**config.mk**
```make
export PLATFORM = sky130hd
export DESIGN_NAME = combined_lcg_shuffle_rng_core
export DESIGN_NICKNAME = d
export VERILOG_FILES = /design/src/sv/clsrng_pkg.sv /design/src/sv/clsrng_ctrl.sv /design/src/sv/clsrng_datapath.sv /design/src/sv/combined_lcg_shuffle_rng_core.sv
export SDC_FILE = /design/constraint.sdc
export NUM_CORES = 2
export LEC_CHECK = 0
export ABC_AREA = 1
export BUFFER_PORTS_ARGS = -buffer_cell sky130_fd_sc_hd__buf_2
export CAP_MARGIN = 40
export CORE_AREA = 5 5 437 439
export DETAILED_ROUTE_END_ITERATION = 12
export DIE_AREA = 0 0 442 444
export SLEW_MARGIN = 0
export SYNTH_ARGS = -nofsm -noshare
export SYNTH_HDL_FRONTEND = slang
export SYNTH_SLANG_ARGS = --single-unit
```
**constraint.sdc**
```tcl
create_clock -name aclk -period 9.25 [get_ports aclk]
set_input_delay 1.85 -clock aclk [delete_from_list [all_inputs] [get_ports aclk]]
set_output_delay 1.85 -clock aclk [all_outputs]
set_load 0.02 [all_outputs]
```
**src/sv/clsrng_pkg.sv**
```systemverilog
package clsrng_pkg;

    localparam int TABLE_SIZE_DEF = 32;

    localparam logic OP_DRAW   = 1'b0;
    localparam logic OP_RESEED = 1'b1;

    localparam logic [31:0] MOD_ONE  = 32'd2147483563;
    localparam logic [31:0] MOD_TWO  = 32'd2147483399;
    localparam logic [15:0] MUL_ONE  = 16'd40014;
    localparam logic [15:0] MUL_TWO  = 16'd40692;
    localparam logic [30:0] WRAP_ADD = 31'd2147483562;

    localparam logic [30:0] GEN_ONE_RESET = 31'd1;
    localparam logic [30:0] GEN_TWO_RESET = 31'd123456789;

    // Both moduli sit just below 2^31, so 2^31 folds back as a small constant.
    localparam logic [7:0] FOLD_ONE = 8'((33'd1 << 31) - 33'(MOD_ONE));
    localparam logic [7:0] FOLD_TWO = 8'((33'd1 << 31) - 33'(MOD_TWO));

    typedef struct packed {
        logic load_seed;   // load both generators from the seed
        logic mul_en;      // capture the generator and slot products
        logic warm_step;   // advance generator one by one warm-up step
        logic warm_write;  // write the warm-up value into the table
        logic warm_last;   // last warm-up step: copy the value to last_output
        logic draw_red;    // reduce both generators, start slot correction
        logic draw_slot;   // finish the slot index and read the table
        logic draw_out;    // form the result, refill the slot
    } cmd_t;

    typedef struct packed {
        logic out_free;
    } status_t;

    // Reduces a 31 x 16 bit product modulo 2^31 - fold. The folded sum stays
    // below twice the modulus, so one conditional subtract finishes the job.
    function automatic logic [30:0] mod_reduce(input logic [46:0] prod,
                                               input logic [31:0] mod_val,
                                               input logic [7:0]  fold);
        logic [31:0] sum;
        sum = {1'b0, prod[30:0]} + 32'(prod[46:31]) * 32'(fold);
        if (sum >= mod_val) begin
            sum = sum - mod_val;
        end
        return sum[30:0];
    endfunction

endpackage

```
**src/sv/clsrng_ctrl.sv**
```systemverilog
module clsrng_ctrl #(
    parameter int TABLE_SIZE = clsrng_pkg::TABLE_SIZE_DEF
) (
    input  logic                          aclk,
    input  logic                          aresetn,
    input  logic                          s_valid,
    output logic                          s_ready,
    input  logic                          s_op,
    input  clsrng_pkg::status_t           status,
    output clsrng_pkg::cmd_t              cmd,
    output logic [$clog2(TABLE_SIZE)-1:0] warm_idx
);

    localparam int CW = $clog2(TABLE_SIZE + 8);
    localparam int IW = $clog2(TABLE_SIZE);

    localparam logic [2:0] ST_IDLE     = 3'd0;
    localparam logic [2:0] ST_WARM_MUL = 3'd1;
    localparam logic [2:0] ST_WARM_RED = 3'd2;
    localparam logic [2:0] ST_DRAW_MUL = 3'd3;
    localparam logic [2:0] ST_DRAW_RED = 3'd4;
    localparam logic [2:0] ST_DRAW_SLT = 3'd5;
    localparam logic [2:0] ST_DRAW_OUT = 3'd6;

    logic [2:0]    state_reg, state_next;
    logic [CW-1:0] count_reg, count_next;
    logic          accept;

    assign s_ready  = (state_reg == ST_IDLE);
    assign accept   = s_valid && s_ready;
    assign warm_idx = count_reg[IW-1:0];

    always_comb begin
        state_next = state_reg;
        count_next = count_reg;
        cmd        = '0;
        unique case (state_reg)
            ST_IDLE: begin
                if (accept) begin
                    if (s_op == clsrng_pkg::OP_RESEED) begin
                        cmd.load_seed = 1'b1;
                        count_next    = CW'(TABLE_SIZE + 7);
                        state_next    = ST_WARM_MUL;
                    end else begin
                        cmd.mul_en = 1'b1;
                        state_next = ST_DRAW_RED;
                    end
                end
            end
            ST_WARM_MUL: begin
                cmd.mul_en = 1'b1;
                state_next = ST_WARM_RED;
            end
            ST_WARM_RED: begin
                cmd.warm_step  = 1'b1;
                cmd.warm_write = (32'(count_reg) < 32'(TABLE_SIZE));
                if (count_reg == '0) begin
                    cmd.warm_last = 1'b1;
                    state_next    = ST_DRAW_MUL;
                end else begin
                    count_next = count_reg - 1'b1;
                    state_next = ST_WARM_MUL;
                end
            end
            ST_DRAW_MUL: begin
                cmd.mul_en = 1'b1;
                state_next = ST_DRAW_RED;
            end
            ST_DRAW_RED: begin
                cmd.draw_red = 1'b1;
                state_next   = ST_DRAW_SLT;
            end
            ST_DRAW_SLT: begin
                cmd.draw_slot = 1'b1;
                state_next    = ST_DRAW_OUT;
            end
            ST_DRAW_OUT: begin
                // Hold here while the previous word still sits in the output register.
                if (status.out_free) begin
                    cmd.draw_out = 1'b1;
                    state_next   = ST_IDLE;
                end
            end
            default: begin
                state_next = ST_IDLE;
            end
        endcase
    end

    always_ff @(posedge aclk) begin
        if (!aresetn) begin
            state_reg <= ST_IDLE;
            count_reg <= '0;
        end else begin
            state_reg <= state_next;
            count_reg <= count_next;
        end
    end

endmodule

```
**src/sv/clsrng_datapath.sv**
```systemverilog
module clsrng_datapath #(
    parameter int TABLE_SIZE = clsrng_pkg::TABLE_SIZE_DEF
) (
    input  logic                          aclk,
    input  logic                          aresetn,
    input  logic [30:0]                   s_seed,
    input  clsrng_pkg::cmd_t              cmd,
    input  logic [$clog2(TABLE_SIZE)-1:0] warm_idx,
    output clsrng_pkg::status_t           status,
    output logic                          m_valid,
    input  logic                          m_ready,
    output logic [30:0]                   m_value
);

    localparam int IW = $clog2(TABLE_SIZE);
    localparam logic [31:0] SLOT_DIV =
        32'(64'd1 + (64'(clsrng_pkg::MOD_ONE) - 64'd1) / 64'(TABLE_SIZE));
    // Reciprocal scaled by 2^32; the estimate it gives is low by at most one.
    localparam logic [32:0] RECIP   = 33'((64'd1 << 32) / 64'(SLOT_DIV));
    localparam int          RECIP_W = $clog2(64'(RECIP) + 64'd1);
    localparam int          QW      = RECIP_W - 1;
    localparam int          PW      = 31 + RECIP_W;

    logic [30:0]         first_gen_reg, second_gen_reg, last_output_reg;
    logic [46:0]         prod1_reg, prod2_reg;
    logic [PW-1:0]       qprod_reg;
    logic [QW-1:0]       q0_reg;
    logic [31:0]         qd_reg;
    logic [IW-1:0]       slot_reg, slot_next;
    logic [30:0]         rd_data_reg;
    logic                rd_valid_reg;
    logic [TABLE_SIZE-1:0] valid_reg;
    logic [30:0]         table_mem [TABLE_SIZE];
    logic                m_valid_reg;
    logic [30:0]         m_value_reg, value_next;

    logic [30:0]   red1, red2, seed_val, slot_word, wr_data;
    logic [QW-1:0] q0;
    logic [31:0]   rem;
    logic [QW:0]   q_full;
    logic [32:0]   diff;
    logic          wr_en;
    logic [IW-1:0] wr_idx;

    assign red1     = clsrng_pkg::mod_reduce(prod1_reg, clsrng_pkg::MOD_ONE,
                                             clsrng_pkg::FOLD_ONE);
    assign red2     = clsrng_pkg::mod_reduce(prod2_reg, clsrng_pkg::MOD_TWO,
                                             clsrng_pkg::FOLD_TWO);
    assign seed_val = (s_seed == '0) ? 31'd1 : s_seed;
    assign q0       = qprod_reg[PW-1:32];

    always_comb begin
        rem    = {1'b0, last_output_reg} - qd_reg;
        q_full = (QW+1)'(q0_reg) + (QW+1)'(rem >= SLOT_DIV);
        if (32'(q_full) >= 32'(TABLE_SIZE)) begin
            slot_next = IW'(TABLE_SIZE - 1);
        end else begin
            slot_next = q_full[IW-1:0];
        end
    end

    // A slot never written since reset reads as zero.
    assign slot_word = rd_valid_reg ? rd_data_reg : '0;

    always_comb begin
        diff = {2'b00, slot_word} - {2'b00, second_gen_reg};
        if (diff[32] || (diff == '0)) begin
            diff = diff + 33'(clsrng_pkg::WRAP_ADD);
        end
        value_next = diff[30:0];
    end

    assign wr_en   = cmd.warm_write || cmd.draw_out;
    assign wr_idx  = cmd.warm_write ? warm_idx : slot_reg;
    assign wr_data = cmd.warm_write ? red1 : first_gen_reg;

    always_ff @(posedge aclk) begin
        if (!aresetn) begin
            first_gen_reg   <= clsrng_pkg::GEN_ONE_RESET;
            second_gen_reg  <= clsrng_pkg::GEN_TWO_RESET;
            last_output_reg <= '0;
        end else begin
            if (cmd.load_seed) begin
                first_gen_reg  <= seed_val;
                second_gen_reg <= seed_val;
            end
            if (cmd.warm_step || cmd.draw_red) begin
                first_gen_reg <= red1;
            end
            if (cmd.draw_red) begin
                second_gen_reg <= red2;
            end
            if (cmd.warm_last) begin
                last_output_reg <= red1;
            end else if (cmd.draw_out) begin
                last_output_reg <= value_next;
            end
        end
    end

    always_ff @(posedge aclk) begin
        if (cmd.mul_en) begin
            prod1_reg <= 47'(first_gen_reg) * 47'(clsrng_pkg::MUL_ONE);
            prod2_reg <= 47'(second_gen_reg) * 47'(clsrng_pkg::MUL_TWO);
            qprod_reg <= PW'(last_output_reg) * PW'(RECIP);
        end
        if (cmd.draw_red) begin
            q0_reg <= q0;
            qd_reg <= 32'(q0) * SLOT_DIV;
        end
        if (cmd.draw_slot) begin
            slot_reg <= slot_next;
        end
    end

    always_ff @(posedge aclk) begin
        if (wr_en) begin
            table_mem[wr_idx] <= wr_data;
        end
        if (cmd.draw_slot) begin
            rd_data_reg <= table_mem[slot_next];
        end
    end

    always_ff @(posedge aclk) begin
        if (!aresetn) begin
            valid_reg    <= '0;
            rd_valid_reg <= 1'b0;
        end else begin
            if (wr_en) begin
                valid_reg[wr_idx] <= 1'b1;
            end
            if (cmd.draw_slot) begin
                rd_valid_reg <= valid_reg[slot_next];
            end
        end
    end

    always_ff @(posedge aclk) begin
        if (!aresetn) begin
            m_valid_reg <= 1'b0;
        end else if (cmd.draw_out) begin
            m_valid_reg <= 1'b1;
        end else if (m_ready) begin
            m_valid_reg <= 1'b0;
        end
    end

    always_ff @(posedge aclk) begin
        if (cmd.draw_out) begin
            m_value_reg <= value_next;
        end
    end

    assign status.out_free = !m_valid_reg || m_ready;
    assign m_valid         = m_valid_reg;
    assign m_value         = m_value_reg;

    a_slot_in_range: assert property (@(posedge aclk) disable iff (!aresetn)
        cmd.draw_slot |=> (32'(slot_reg) < 32'(TABLE_SIZE)))
        else $error("table slot index out of range");

    a_gens_reduced: assert property (@(posedge aclk) disable iff (!aresetn)
        cmd.draw_red |=> ((32'(first_gen_reg) < clsrng_pkg::MOD_ONE)
                          && (32'(second_gen_reg) < clsrng_pkg::MOD_TWO)))
        else $error("generator state not reduced below its modulus");

    a_value_range: assert property (@(posedge aclk) disable iff (!aresetn)
        m_valid |-> ((m_value != '0) && (m_value <= clsrng_pkg::WRAP_ADD)))
        else $error("output word out of range");

    a_no_overwrite: assert property (@(posedge aclk) disable iff (!aresetn)
        cmd.draw_out |-> (!m_valid_reg || m_ready))
        else $error("pending output word overwritten");

endmodule

```
**src/sv/combined_lcg_shuffle_rng_core.sv**
```systemverilog
// Combined two-generator random source with a shuffle table. A draw word
// (op = 0) passes through the multiply register, the modular fold, the slot
// index correction with the registered table read, and forming the result
// while the slot is refilled. The next word is taken in the cycle after the
// result is loaded, so a new word is not accepted while a draw is in flight.
// A reseed word (op = 1) adds a load of both generators from the seed and a
// warm-up, since generator one is advanced serially through its multiply and
// fold to fill the table, and then runs a normal draw. The result waits in an
// output register; a new result is not formed until the previous word is
// taken. After reset the table reads as zeros and no clearing pass is needed.
module combined_lcg_shuffle_rng_core #(
    parameter int TABLE_SIZE = clsrng_pkg::TABLE_SIZE_DEF
) (
    input  logic        aclk,
    input  logic        aresetn,
    input  logic        s_valid,
    output logic        s_ready,
    input  logic        s_op,
    input  logic [30:0] s_seed,
    output logic        m_valid,
    input  logic        m_ready,
    output logic [30:0] m_value
);

    clsrng_pkg::cmd_t              cmd;
    clsrng_pkg::status_t           status;
    logic [$clog2(TABLE_SIZE)-1:0] warm_idx;

    clsrng_ctrl #(
        .TABLE_SIZE(TABLE_SIZE)
    ) u_ctrl (
        .aclk     (aclk),
        .aresetn  (aresetn),
        .s_valid  (s_valid),
        .s_ready  (s_ready),
        .s_op     (s_op),
        .status   (status),
        .cmd      (cmd),
        .warm_idx (warm_idx)
    );

    clsrng_datapath #(
        .TABLE_SIZE(TABLE_SIZE)
    ) u_datapath (
        .aclk     (aclk),
        .aresetn  (aresetn),
        .s_seed   (s_seed),
        .cmd      (cmd),
        .warm_idx (warm_idx),
        .status   (status),
        .m_valid  (m_valid),
        .m_ready  (m_ready),
        .m_value  (m_value)
    );

endmodule
```
==> flow_summary.ini <==
[placed_design]
port_buffers = 68
dp_cells = 11100
hpwlAfterDp_um = 195000
placed_cell_area_um2 = 87600
gp_congestion = 0.996

[clocking]
cts_made_buffers = 145
htreeDepth = 4
ctsResizeCount = 0
clkLatencyLatePin_ns = 0.82
cts_root_buffer = clkbuf_16
cts_hold_buf = 0
cts_buffer_depth = 3
cts_setup_buffers = 0
cts_tree = done
numClockSinks = 1322
clk_pin_slew_ns = 0.06

[sta]
min_period_ns = 6.96
worst_pin_slew_ns = 1.02
finalHoldViolCount = 0
max_freq_mhz = 144
drv_slew = 0
setup_tns_ns = 0
whs_ns = 0.466
setup_violations = 0
fin_crit_sh = 0.752
rsz0062_at_grt = no
slew_headroom = 0.322
finClkSkew_ns = 0.0526

[floorplan]
pin_count = 69
dieArea_um2 = 196000
die_h_um = 444
initial_core_util = 0.447
die_w_um = 442
placementRows = 159
core_um2 = 187000

[global_routing]
grt_max_degree = 211
grt_usage = 0.276
grt_pass1_wl_um = 408000
first_global_vias = 61500
grt.overflow.total = 0
antenna_found_initial = 19

[drt]
vias = 63700
routed_wl_um = 277000
drc = 0
first_pass_iters = 6
routed_via_density = 5.61
ant_nets = 0
wl_per_cell_um = 24.4
drtIter0Drc = 6546

[critical_path]
crit_family = simple AND/OR/NAND/NOR gates
cp.arrival_ns = 7.39
critical-path-max-stage-delay_ns = 0.75
critPathCaptureType = flip-flop
crit_slowest_cell = edfxtp_1
path_buf_inv = 5
crit_type = flip-flop to flip-flop
crit_top_cell = nand2_1
r2r_start = u_datapath.prod1_reg[31]$_DFFE_PP_
startpoint = u_datapath.prod1_reg[31]$_DFFE_PP_
cp_max_fo = 32
start_kind = flip-flop
crit_required_ns = 9.68

[synthesis]
syn_nets = 9730
ys_top_cells_by_area = edfxtp_1 (43%), fa_1 (11%), ha_1 (8.1%)
synth_edf_count = 1187
synth_seq_area_share = 0.459
ys_types = 62
syn_inst = 8693
ys.warnings.count = 0
synth_top_area_frac = 0.427
synth_ff_type = edfxtp_1
synth_area_per_cell_um2 = 9.60
syn_area_um2 = 83500
synth-seq-cells = 1322
yosysTopAreaCell = edfxtp_1
synth-async-reset-ratio = 0

[hold_path]
min_from = u_datapath.valid_reg[25]$_SDFFE_PN0N_
hp-class = flip-flop to flip-flop

[layout]
drive_gt1_frac = 0.0581
largest_reg_flops = 992
fillers = 17300
area_growth_pct = 10.6
final_cell_area_um2 = 92300
final_nets = 9774
final_common_cell = nand2_1
layout.cells.non_filler = 11400
most-common-layout-cells = nand2_1 (1,461), inv_1 (1,368), edfxtp_1 (1,187)

[status]
status = finished, final reports clean

[flow_run]
maxCapViolCount = 0
==> worst min-delay path, stage by stage, from the launching register on <==
cell and delay [ns]:
dfxtp_1 0.32, nor2_1 0.04, nor2_1 0.07
==> through the flow <==
| step | setup slack [ns] | util |
|---|---|---|
| after floorplan | 1.98 | - |
| after global placement | 2.20 | 0.465 |
| after detailed placement | 2.23 | 0.469 |
| after CTS | 2.19 | 0.494 |
| after global routing | 1.91 | 0.494 |
| final | 2.29 | 0.494 |
==> routing by layer <==
layer | global-route usage | part of all wire | up-vias
met1 | 0.378 | 0.42 | 31400
li1 | - | - | 29300
met2 | 0.441 | 0.46 | 2504
met4 | 0.106 | 0.043 | 4
met3 | 0.0462 | 0.076 | 475
met5 | 0 | 0.00012 | -
==> area by class of cell <==
type,count,area (µm²),share of cell area
clock inverter,70,739,0.00801
timing repair buffer,187,1860,0.0202
tap,2495,3120,0.0338
inverter,1388,5230,0.0566
clock buffer,189,3910,0.0423
multi-input combinational,5693,39100,0.424
sequential,1322,38300,0.415
antenna,8,20.0,0.000217
==> cell usage after synthesis, drive strengths merged, types with 16 or more instances <==
cell    instances
xor2          117
o221ai        130
nand3         325
buf            33
nand4          72
nor3           46
nor2         1014
clkbuf        257
a21o           16
nand2        1484
o21bai         16
o21ai         706
inv          1384
dfxtp         135
o22ai         133
o211ai        141
a21oi         269
nand3b         18
ha            538
fa            463
xnor2          51
a31oi          57
edfxtp       1187
==> logic make-up after synthesis <==
family,Yosys count,share of synthesized area
AO/OA/AOI/OAI,1526,0.108
XOR/XNOR,168,0.0181
flip-flops,1322,0.459
buffers and inverters,1678,0.0762
AND/OR/NAND/NOR,2998,0.147
adder cells (fa/ha/maj),1001,0.192
==> final timing paths <==
path                                                          endpoint  slack, ns  cells past startpoint
worst min register to register   u_datapath.valid_reg[25]$_SDFFE_PN0N_       0.47                      2
worst min-delay path             u_datapath.valid_reg[25]$_SDFFE_PN0N_       0.47                      2
worst max register to register  u_datapath.table_mem[20][19]$_DFFE_PP_       2.29                     25
worst max-delay path            u_datapath.table_mem[20][19]$_DFFE_PP_       2.29                     25
Power is left out: the tool's default activity adds up to more than one toggle a clock period on the data nets, which glitch-free logic cannot reach.
